`config.mk`:
```
export PLATFORM = sky130hd
export DESIGN_NAME = heartbeat_waveform_generator
export DESIGN_NICKNAME = d
export VERILOG_FILES = /design/src/design/hwg_pkg.sv /design/src/design/hwg_ctrl.sv /design/src/design/hwg_datapath.sv /design/src/design/heartbeat_waveform_generator.sv
export SDC_FILE = /design/constraint.sdc
export NUM_CORES = 2
export LEC_CHECK = 0
export BUFFER_PORTS_ARGS = -buffer_cell sky130_fd_sc_hd__buf_4
export CORE_ASPECT_RATIO = 0.5
export CORE_UTILIZATION = 30
export DETAILED_ROUTE_END_ITERATION = 12
export PLACE_DENSITY_LB_ADDON = 0.05
export SETUP_SLACK_MARGIN = 0.05
export SYNTH_ARGS = -nofsm -noshare
export SYNTH_HDL_FRONTEND = slang
export SYNTH_HIERARCHICAL = 1
export SYNTH_SLANG_ARGS = --single-unit
```
`constraint.sdc`:
```
create_clock -name clock -period 25.3 [get_ports clock]
set_input_delay 1.265 -clock clock [delete_from_list [all_inputs] [get_ports clock]]
set_output_delay 1.265 -clock clock [all_outputs]
set_load 0.03 [all_outputs]
```
`src/design/hwg_pkg.sv`:
```
package hwg_pkg;

   localparam int RATE_W    = 8;
   localparam int LEVEL_W   = 12;
   localparam int PHASE_W   = 14;
   localparam int LFSR_W    = 16;
   localparam int OFF_W     = 11;
   localparam int Y_W       = 20;
   localparam int RECIP_W   = 25;
   localparam int RECIP_SHIFT = 30;
   localparam int CSR_IDX_W = 1;

   localparam logic [RATE_W-1:0]  RATE_MIN  = 8'd40;
   localparam logic [RATE_W-1:0]  RATE_MAX  = 8'd200;
   localparam logic [PHASE_W-1:0] BEAT_WRAP = 14'd12000;
   localparam logic [PHASE_W-1:0] RISE_END  = 14'd360;
   localparam logic [PHASE_W-1:0] PULSE_END = 14'd1440;

   localparam logic [LFSR_W-1:0]  LFSR_SEED = 16'hACE1;
   localparam logic [LFSR_W-1:0]  LFSR_MASK = 16'hB400;

   localparam logic [LEVEL_W-1:0] BASE_RESET = 12'd400;
   localparam logic [LEVEL_W-1:0] PEAK_RESET = 12'd2400;
   localparam logic [LEVEL_W-1:0] LEVEL_MAX  = 12'd4095;

   // Full-scale millivolts, sized for the noise product.
   localparam logic [17:0] FULL_MV = 18'd3300;

   // The rise and fall divide by 360 and 1080; the common factor of 8 is a shift,
   // what remains goes through a reciprocal multiply and a one-step correction.
   localparam logic [LEVEL_W-1:0] RISE_DIV  = 12'd45;
   localparam logic [LEVEL_W-1:0] FALL_DIV  = 12'd135;
   localparam logic [LEVEL_W-1:0] NOISE_DIV = 12'd4095;
   localparam logic [RECIP_W-1:0] RISE_RECIP  = 25'd23860929;
   localparam logic [RECIP_W-1:0] FALL_RECIP  = 25'd7953643;
   localparam logic [RECIP_W-1:0] NOISE_RECIP = 25'd262208;

   localparam logic [CSR_IDX_W-1:0] CSR_BASE_LEVEL = 1'd0;
   localparam logic [CSR_IDX_W-1:0] CSR_PEAK_LEVEL = 1'd1;

   typedef enum logic [1:0] {
      SEG_RISE,
      SEG_FALL,
      SEG_BASE
   } seg_type;

   typedef struct packed {
      logic load;
      logic mod_step;
      logic prod;
      logic recip;
      logic fix;
   } cmd_type;

   typedef struct packed {
      logic seg_base;
   } sts_type;

endpackage

```
`src/design/hwg_ctrl.sv`:
```
module hwg_ctrl (
   input  logic             clock,
   input  logic             reset,
   input  logic             req_valid,
   output logic             req_ready,
   output logic             rsp_valid,
   input  logic             rsp_ready,
   input  hwg_pkg::sts_type sts,
   output hwg_pkg::cmd_type cmd
);

   typedef enum logic [2:0] {
      ST_IDLE,
      ST_MOD,
      ST_PROD,
      ST_RECIP,
      ST_FIX
   } state_type;

   state_type  state_ff, state_in;
   logic [1:0] cnt_ff, cnt_in;
   logic       rsp_valid_ff, rsp_valid_in;

   always_comb begin
      cmd          = '0;
      state_in     = state_ff;
      cnt_in       = cnt_ff;
      rsp_valid_in = rsp_valid_ff && !rsp_ready;
      unique case (state_ff)
         ST_IDLE: begin
            if (req_valid) begin
               cmd.load = 1'b1;
               cnt_in   = 2'd0;
               state_in = sts.seg_base ? ST_MOD : ST_PROD;
            end
         end
         ST_MOD: begin
            cmd.mod_step = 1'b1;
            cnt_in       = cnt_ff + 2'd1;
            if (cnt_ff == 2'd1) begin
               state_in = ST_PROD;
            end
         end
         ST_PROD: begin
            cmd.prod = 1'b1;
            state_in = ST_RECIP;
         end
         ST_RECIP: begin
            cmd.recip = 1'b1;
            state_in  = ST_FIX;
         end
         ST_FIX: begin
            // The result register is refilled only once the previous result is gone.
            if (!rsp_valid_ff || rsp_ready) begin
               cmd.fix      = 1'b1;
               rsp_valid_in = 1'b1;
               state_in     = ST_IDLE;
            end
         end
         default: begin
            state_in = ST_IDLE;
         end
      endcase
   end

   always_ff @(posedge clock) begin
      if (reset) begin
         state_ff     <= ST_IDLE;
         cnt_ff       <= 2'd0;
         rsp_valid_ff <= 1'b0;
      end else begin
         state_ff     <= state_in;
         cnt_ff       <= cnt_in;
         rsp_valid_ff <= rsp_valid_in;
      end
   end

   assign req_ready = (state_ff == ST_IDLE);
   assign rsp_valid = rsp_valid_ff;

endmodule

```
`src/design/hwg_datapath.sv`:
```
module hwg_datapath #(
   parameter int NOISE_SPAN = 30
) (
   input  logic                                clock,
   input  logic                                reset,
   input  hwg_pkg::cmd_type                    cmd,
   output hwg_pkg::sts_type                    sts,
   input  logic [hwg_pkg::RATE_W-1:0]          req_heart_rate,
   input  logic                                csr_valid,
   input  logic [hwg_pkg::CSR_IDX_W-1:0]       csr_index,
   input  logic [hwg_pkg::LEVEL_W-1:0]         csr_wdata,
   output logic [hwg_pkg::LEVEL_W-1:0]         rsp_level_mv,
   output logic                                rsp_in_pulse
);

   localparam int REM_W = (NOISE_SPAN > 1) ? $clog2(NOISE_SPAN) : 1;
   localparam int MOD_SHIFT = hwg_pkg::LFSR_W + $clog2(NOISE_SPAN);
   localparam int MOD_PW = hwg_pkg::LFSR_W + MOD_SHIFT;
   localparam logic [MOD_PW-1:0] MOD_RECIP =
      MOD_PW'(((64'd1 << MOD_SHIFT) + 64'(NOISE_SPAN) - 64'd1) / 64'(NOISE_SPAN));
   localparam logic [hwg_pkg::LFSR_W-1:0] MOD_SPAN = hwg_pkg::LFSR_W'(NOISE_SPAN);

   localparam int LW = hwg_pkg::LEVEL_W;
   localparam int PW = hwg_pkg::PHASE_W;
   localparam int YW = hwg_pkg::Y_W;
   localparam int MW = hwg_pkg::RECIP_W;
   localparam int SH = hwg_pkg::RECIP_SHIFT;

   // Configuration and beat state.
   logic [LW-1:0]                base_ff, base_in;
   logic [LW-1:0]                peak_ff, peak_in;
   logic [PW-1:0]                phase_ff, phase_in;
   logic [hwg_pkg::LFSR_W-1:0]   lfsr_ff, lfsr_in;

   // Per-request working registers.
   hwg_pkg::seg_type             seg_ff, seg_in;
   logic [hwg_pkg::OFF_W-1:0]    off_ff, off_in;
   logic [hwg_pkg::LFSR_W-1:0]   sh_ff, sh_in;
   logic [hwg_pkg::LFSR_W-1:0]   mq_ff, mq_in;
   logic [REM_W-1:0]             rem_ff, rem_in;
   logic [YW-1:0]                y_ff, y_in;
   logic [LW-1:0]                q0_ff, q0_in;
   logic [LW-1:0]                level_ff, level_in;
   logic                         pulse_ff, pulse_in;

   logic [hwg_pkg::RATE_W-1:0]   rate;
   logic [PW-1:0]                phase_sum;
   logic [hwg_pkg::LFSR_W-1:0]   lfsr_step;
   logic [LW-1:0]                peak_eff;
   logic [LW-1:0]                diff;
   logic [22:0]                  pulse_prod;
   logic [17:0]                  noise_prod;
   logic [MW-1:0]                recip;
   logic [YW+MW-1:0]             recip_prod;
   logic [LW-1:0]                divisor;
   logic [23:0]                  q0_times_d;
   logic [23:0]                  resid;
   logic [LW-1:0]                quot;
   logic [LW:0]                  noisy_sum;
   logic [MOD_PW-1:0]            mod_prod;
   logic [hwg_pkg::LFSR_W-1:0]   mod_rem;

   assign peak_eff = (peak_ff < base_ff) ? base_ff : peak_ff;
   assign diff     = peak_eff - base_ff;

   assign sts.seg_base = (phase_ff >= hwg_pkg::PULSE_END);

   always_comb begin
      if (req_heart_rate < hwg_pkg::RATE_MIN) begin
         rate = hwg_pkg::RATE_MIN;
      end else if (req_heart_rate > hwg_pkg::RATE_MAX) begin
         rate = hwg_pkg::RATE_MAX;
      end else begin
         rate = req_heart_rate;
      end
      phase_sum = phase_ff + PW'(rate);
      if (phase_sum >= hwg_pkg::BEAT_WRAP) begin
         phase_sum = phase_sum - hwg_pkg::BEAT_WRAP;
      end
   end

   assign lfsr_step = lfsr_ff[0] ? ((lfsr_ff >> 1) ^ hwg_pkg::LFSR_MASK) : (lfsr_ff >> 1);

   // Remainder of the LFSR value by the noise span through a rounded-up reciprocal,
   // exact for every 16-bit value. The first step registers the quotient and the
   // second subtracts quotient times span.
   assign mod_prod = MOD_PW'(sh_ff) * MOD_RECIP;
   assign mod_rem  = sh_ff - mq_ff * MOD_SPAN;

   assign pulse_prod = 23'(diff) * 23'(off_ff);
   assign noise_prod = 18'(rem_ff) * hwg_pkg::FULL_MV;

   always_comb begin
      case (seg_ff)
         hwg_pkg::SEG_RISE: begin
            recip   = hwg_pkg::RISE_RECIP;
            divisor = hwg_pkg::RISE_DIV;
         end
         hwg_pkg::SEG_FALL: begin
            recip   = hwg_pkg::FALL_RECIP;
            divisor = hwg_pkg::FALL_DIV;
         end
         default: begin
            recip   = hwg_pkg::NOISE_RECIP;
            divisor = hwg_pkg::NOISE_DIV;
         end
      endcase
   end

   assign recip_prod = (YW + MW)'(y_ff) * (YW + MW)'(recip);

   // The reciprocal estimate is at most one below the true quotient.
   assign q0_times_d = 24'(q0_ff) * 24'(divisor);
   assign resid      = 24'(y_ff) - q0_times_d;
   assign quot       = (resid >= 24'(divisor)) ? q0_ff + LW'(1) : q0_ff;
   assign noisy_sum  = (LW + 1)'(base_ff) + (LW + 1)'(quot);

   always_comb begin
      base_in  = base_ff;
      peak_in  = peak_ff;
      phase_in = phase_ff;
      lfsr_in  = lfsr_ff;
      seg_in   = seg_ff;
      off_in   = off_ff;
      sh_in    = sh_ff;
      mq_in    = mq_ff;
      rem_in   = rem_ff;
      y_in     = y_ff;
      q0_in    = q0_ff;
      level_in = level_ff;
      pulse_in = pulse_ff;

      if (csr_valid) begin
         unique case (csr_index)
            hwg_pkg::CSR_BASE_LEVEL: base_in = csr_wdata;
            hwg_pkg::CSR_PEAK_LEVEL: peak_in = csr_wdata;
            default: ;
         endcase
      end

      if (cmd.load) begin
         phase_in = phase_sum;
         rem_in   = '0;
         if (phase_ff < hwg_pkg::RISE_END) begin
            seg_in = hwg_pkg::SEG_RISE;
            off_in = hwg_pkg::OFF_W'(phase_ff);
         end else if (phase_ff < hwg_pkg::PULSE_END) begin
            seg_in = hwg_pkg::SEG_FALL;
            off_in = hwg_pkg::OFF_W'(phase_ff - hwg_pkg::RISE_END);
         end else begin
            seg_in  = hwg_pkg::SEG_BASE;
            lfsr_in = lfsr_step;
            sh_in   = lfsr_step;
         end
      end

      if (cmd.mod_step) begin
         mq_in  = mod_prod[MOD_PW-1:MOD_SHIFT];
         rem_in = mod_rem[REM_W-1:0];
      end

      if (cmd.prod) begin
         if (seg_ff == hwg_pkg::SEG_BASE) begin
            y_in = YW'(noise_prod);
         end else begin
            y_in = pulse_prod[22:3];
         end
      end

      if (cmd.recip) begin
         q0_in = recip_prod[SH+LW-1:SH];
      end

      if (cmd.fix) begin
         case (seg_ff)
            hwg_pkg::SEG_RISE: begin
               level_in = noisy_sum[LW-1:0];
               pulse_in = 1'b1;
            end
            hwg_pkg::SEG_FALL: begin
               level_in = peak_eff - quot;
               pulse_in = 1'b1;
            end
            default: begin
               level_in = noisy_sum[LW] ? hwg_pkg::LEVEL_MAX : noisy_sum[LW-1:0];
               pulse_in = 1'b0;
            end
         endcase
      end
   end

   always_ff @(posedge clock) begin
      if (reset) begin
         base_ff  <= hwg_pkg::BASE_RESET;
         peak_ff  <= hwg_pkg::PEAK_RESET;
         phase_ff <= '0;
         lfsr_ff  <= hwg_pkg::LFSR_SEED;
      end else begin
         base_ff  <= base_in;
         peak_ff  <= peak_in;
         phase_ff <= phase_in;
         lfsr_ff  <= lfsr_in;
      end
   end

   always_ff @(posedge clock) begin
      seg_ff   <= seg_in;
      off_ff   <= off_in;
      sh_ff    <= sh_in;
      mq_ff    <= mq_in;
      rem_ff   <= rem_in;
      y_ff     <= y_in;
      q0_ff    <= q0_in;
      level_ff <= level_in;
      pulse_ff <= pulse_in;
   end

   assign rsp_level_mv = level_ff;
   assign rsp_in_pulse = pulse_ff;

endmodule

```
`src/design/heartbeat_waveform_generator.sv`:
```
// A request inside the pulse window passes the product, reciprocal and correction steps
// after acceptance; a baseline request first passes through the noise remainder steps.
// A new request is accepted only once the previous one has left the correction step of
// the single datapath, which waits there while an earlier result is still not taken.
// Reset (synchronous): phase 0, noise register 0xACE1, base 400 mV, peak 2400 mV,
// no result pending.
module heartbeat_waveform_generator #(
   parameter int NOISE_SPAN = 30
) (
   input  logic                                clock,
   input  logic                                reset,
   input  logic                                req_valid,
   output logic                                req_ready,
   input  logic [hwg_pkg::RATE_W-1:0]          req_heart_rate,
   output logic                                rsp_valid,
   input  logic                                rsp_ready,
   output logic [hwg_pkg::LEVEL_W-1:0]         rsp_level_mv,
   output logic                                rsp_in_pulse,
   input  logic                                csr_valid,
   output logic                                csr_ready,
   input  logic [hwg_pkg::CSR_IDX_W-1:0]       csr_index,
   input  logic [hwg_pkg::LEVEL_W-1:0]         csr_wdata
);

   hwg_pkg::cmd_type cmd;
   hwg_pkg::sts_type sts;

   assign csr_ready = 1'b1;

   hwg_ctrl u_ctrl (
      .clock     (clock),
      .reset     (reset),
      .req_valid (req_valid),
      .req_ready (req_ready),
      .rsp_valid (rsp_valid),
      .rsp_ready (rsp_ready),
      .sts       (sts),
      .cmd       (cmd)
   );

   hwg_datapath #(
      .NOISE_SPAN (NOISE_SPAN)
   ) u_datapath (
      .clock          (clock),
      .reset          (reset),
      .cmd            (cmd),
      .sts            (sts),
      .req_heart_rate (req_heart_rate),
      .csr_valid      (csr_valid),
      .csr_index      (csr_index),
      .csr_wdata      (csr_wdata),
      .rsp_level_mv   (rsp_level_mv),
      .rsp_in_pulse   (rsp_in_pulse)
   );

   // At most one datapath step is commanded in any cycle.
   assert property (@(posedge clock) disable iff (reset)
      $onehot0({cmd.load, cmd.mod_step, cmd.prod, cmd.recip, cmd.fix}))
      else $error("more than one datapath command at once");

   // A new result appears only from the final correction step.
   assert property (@(posedge clock) disable iff (reset)
      $rose(rsp_valid) |-> $past(cmd.fix))
      else $error("result valid without a finishing step");

   // An accepted request keeps the block busy for at least the next cycle.
   assert property (@(posedge clock) disable iff (reset)
      (req_valid && req_ready) |=> !req_ready)
      else $error("request accepted while the previous one is in flight");

endmodule
```
==> metrics.log <==
INFO  metric status = finished clean
INFO  metric wl_met3 = roughly 2400 microns
INFO  metric layout_common_cells = sky130_fd_sc_hd__inv_1, sky130_fd_sc_hd__ha_1, sky130_fd_sc_hd__fa_1
INFO  metric slew_limit_fails = 0
INFO  metric cp_common_cell = sky130_fd_sc_hd__fa_1
INFO  metric number_of_antenna_violations_at_the_first_check_in_global_routing = 3
INFO  metric clock-root-buffer = sky130_fd_sc_hd__clkbuf_16
INFO  metric first_global_vias = approximately 23000
INFO  metric finClkSkew = approximately 13 ps
INFO  metric floorplan.initialDensity = between 30 and 40%
INFO  metric critPathRequiredTime = ~25000 ps
INFO  metric drt_iter0_drc = 1016
INFO  metric diodes = 0
INFO  metric globalRouteTotalUtil = between 10% and 20%
INFO  metric ctsHtreeMaxLevel = 4
INFO  metric timing_worst_slew_pin_value = between 1000 and 1500 ps
INFO  metric syn-instance-count = approximately 3400
INFO  metric buffer_ports.inserted = 40
INFO  metric ys.flop_type = sky130_fd_sc_hd__edfxtp_1
INFO  metric routed.top_layer = met4
INFO  metric yosysSeqAreaShare = a little under an eighth
INFO  metric slew-limit-headroom = around a quarter
INFO  metric worstSetupPathType = reg -> reg
INFO  metric synth.area.top_cells = sky130_fd_sc_hd__fa_1, sky130_fd_sc_hd__ha_1, sky130_fd_sc_hd__inv_1
INFO  metric signed_area_change_from_the_synthesized_netlist_to_the_final_layout = 7.90%
INFO  metric cts_hold_buf = 0
INFO  metric worstSetupEndpointType = flip-flop
INFO  metric postSynthAreaPerCell = 9.20 sq um
INFO  metric dp_hpwl = roughly 76000 microns
INFO  metric routed_wire_length_per_instance = ~18 microns
INFO  metric numCtsBuffers = 17
INFO  metric via_count = 21434
INFO  metric start_kind = flip-flop
INFO  metric mappedNetlistNets = about 4400
INFO  metric min_path_type = reg -> reg
INFO  metric grt_overflow = 0
INFO  metric cts.clk_slew.worst_paths = approximately 70 ps
INFO  metric synth.largest_area_cell = sky130_fd_sc_hd__fa_1
INFO  metric postSynthRegisterBits = ~140
INFO  metric route.met2.wl = 37700 microns
INFO  metric min_period = 11490 ps
INFO  metric wire_length_of_the_first_global_routing_pass = roughly 140000 microns
INFO  metric timing.setup.tns = 0 ps
INFO  metric num_io_pins = 42
INFO  metric drt-met1-wl = roughly 46000 microns
INFO  metric fin_crit_sh = a little under half
INFO  metric rows = about 80
INFO  metric place_congestion = slightly above 0.8
INFO  metric mappedNetlistArea = 31000 sq um
INFO  metric synthDominantCellAreaShare = about a third
INFO  metric clk-insertion-delay-late = about 480 ps
INFO  metric routed_wl = 87200 microns
INFO  metric drtPass1Iterations = 5
INFO  metric nets = around 4400
INFO  metric setup_viol_count_final = 0
INFO  metric crit_path_max_fanout = 45
INFO  metric height_of_the_die = 229 microns
INFO  metric post_synth_edffs = slightly above 80
INFO  metric netlist-cell-type-count = between 80 and 90
INFO  metric final_hold_viol_count = 0
INFO  metric mostFrequentLayoutCell = sky130_fd_sc_hd__inv_1
INFO  metric number_of_buffers_on_the_longest_clock_path = 2
INFO  metric critical-path-slowest-cell = sky130_fd_sc_hd__a2111oi_0
INFO  metric fmax = slightly below 90 MHz
INFO  metric grt_start_max_net_pins = 62
INFO  metric unrepaired_setup_endpoints_after_global_routing = false
INFO  metric critical_path_arrival = 11690 ps
INFO  metric cts_tree = built
INFO  metric async_flop_share = 0%
INFO  metric core_area = 101000 sq um
INFO  metric post_cts_repair_timing_setup_buffer_count = 0
INFO  metric timing.critical_path.slowest_cell_delay = around 700 ps
INFO  metric drive_above_1_share = 4.14%
INFO  metric clkSinkCount = about 140
INFO  metric chipWidth = around 460 microns
INFO  metric postRouteAntennaNets = 0
INFO  metric max-cap-violations = 0
INFO  metric detail_route.drc_violations = 0
INFO  metric vias_per_cell = 4.53
INFO  metric synth.yosys.warnings = 6
INFO  metric ctsResizeCount = 0
INFO  metric die-area = ~100000 sq um
## Yosys cell counts, types with 7 or more instances
cell and instances:
sky130_fd_sc_hd__inv_1 871, sky130_fd_sc_hd__ha_1 512, sky130_fd_sc_hd__fa_1 493, sky130_fd_sc_hd__nand2_1 296, sky130_fd_sc_hd__a21oi_1 149, sky130_fd_sc_hd__nor2_1 136, sky130_fd_sc_hd__xnor2_1 93, sky130_fd_sc_hd__edfxtp_1 83
sky130_fd_sc_hd__clkbuf_1 66, sky130_fd_sc_hd__o21ai_0 63, sky130_fd_sc_hd__dfxtp_1 60, sky130_fd_sc_hd__and2_1 54, sky130_fd_sc_hd__a21o_1 49, sky130_fd_sc_hd__xor2_1 47, sky130_fd_sc_hd__nor2b_1 44, sky130_fd_sc_hd__nor3_1 31
sky130_fd_sc_hd__nand3_1 30, sky130_fd_sc_hd__nand2b_1 20, sky130_fd_sc_hd__a211oi_1 18, sky130_fd_sc_hd__o21a_1 17, sky130_fd_sc_hd__or3_1 16, sky130_fd_sc_hd__nand3b_1 15, sky130_fd_sc_hd__o21bai_1 15, sky130_fd_sc_hd__and3_1 11
sky130_fd_sc_hd__o211ai_1 11, sky130_fd_sc_hd__mux2i_1 10, sky130_fd_sc_hd__a31oi_1 9, sky130_fd_sc_hd__o22ai_1 9, sky130_fd_sc_hd__or2_2 9, sky130_fd_sc_hd__a211o_1 8, sky130_fd_sc_hd__nand4_1 8, sky130_fd_sc_hd__a21boi_0 7
## cell type report
cell class                      count  area (sq um)
Tap cell                         1344          1680
Timing Repair Buffer               63           473
Sequential cell                   143          3690
Clock inverter                     14           141
Clock buffer                       18           450
Inverter                          874          3280
Fill cell                       10600         67700
Multi-Input combinational cell   2271         23700
## routing by layer
layer,track usage (%),up-vias
li1,-,10518
met1,26.0,10651
met2,26.7,225
met3,1.91,40
met4,3.15,0
met5,0,-
## state kept, by name (all words and copies together) (netlist names)
name / count
u_datapath/base_ff: 12
u_datapath/q0_ff: 12
u_datapath/rsp_level_mv: 12
u_datapath/rem_ff: 5
u_datapath/off_ff: 11
u_datapath/phase_ff: 14
u_datapath/seg_ff: 2
u_datapath/mq_ff: 4
u_ctrl/state_ff: 3
u_datapath/lfsr_ff: 16
u_datapath/peak_ff: 12
u_ctrl/rsp_valid: 1
u_ctrl/cnt_ff: 2
u_datapath/y_ff: 20
u_datapath/rsp_in_pulse: 1
u_datapath/sh_ff: 16
## worst paths after layout
check,startpoint,endpoint,slack (ps),cells past startpoint
max,u_datapath/seg_ff[1]$_SDFFCE_PP0P_,u_datapath/rsp_level_mv[3]$_DFFE_PP_,13810,39
min reg2reg,u_datapath/lfsr_ff[12]$_SDFFE_PP0P_,u_datapath/sh_ff[11]$_DFFE_PP_,460,0
min,u_datapath/lfsr_ff[12]$_SDFFE_PP0P_,u_datapath/sh_ff[11]$_DFFE_PP_,460,0
max reg2reg,u_datapath/seg_ff[1]$_SDFFCE_PP0P_,u_datapath/rsp_level_mv[3]$_DFFE_PP_,13810,39
## stage by stage
stage	utilization (%)	area, sq um	hold WS (ps)	instances	setup WS, ps
floorplan	-	31000	406	3365	15640
global placement	32.4	32800	443	4695	14060
detailed placement	32.4	32800	445	4695	13830
CTS	33.0	33400	459	4727	13800
global route	33.0	33400	474	4727	13000
finish	33.0	33400	458	4727	13810
## logic make-up after synthesis
kind of cell,count (synthesis),synth area share (%)
flops,143,11.9
buf+inv,951,11.6
mux,12,0.396
fa+ha+maj,1007,52.6
other cells,1,0.0121
xor+xnor,141,4.03
compound gates,409,8.54
simple gates,701,10.9
## critical path, delay by kind of cell (launching register included)
family | cells | cell delay (ps)
DFF | 1 | 360
and+or+nand+nor | 7 | 2020
xor gates and xnor gates | 1 | 200
buffers and inverters | 8 | 1380
adders and majority gates | 9 | 3780
AOI/OAI and AO/OA | 14 | 3400
Power is not shown: default switching activity piles up to over one toggle a cycle in this logic, so the estimate is an artifact.
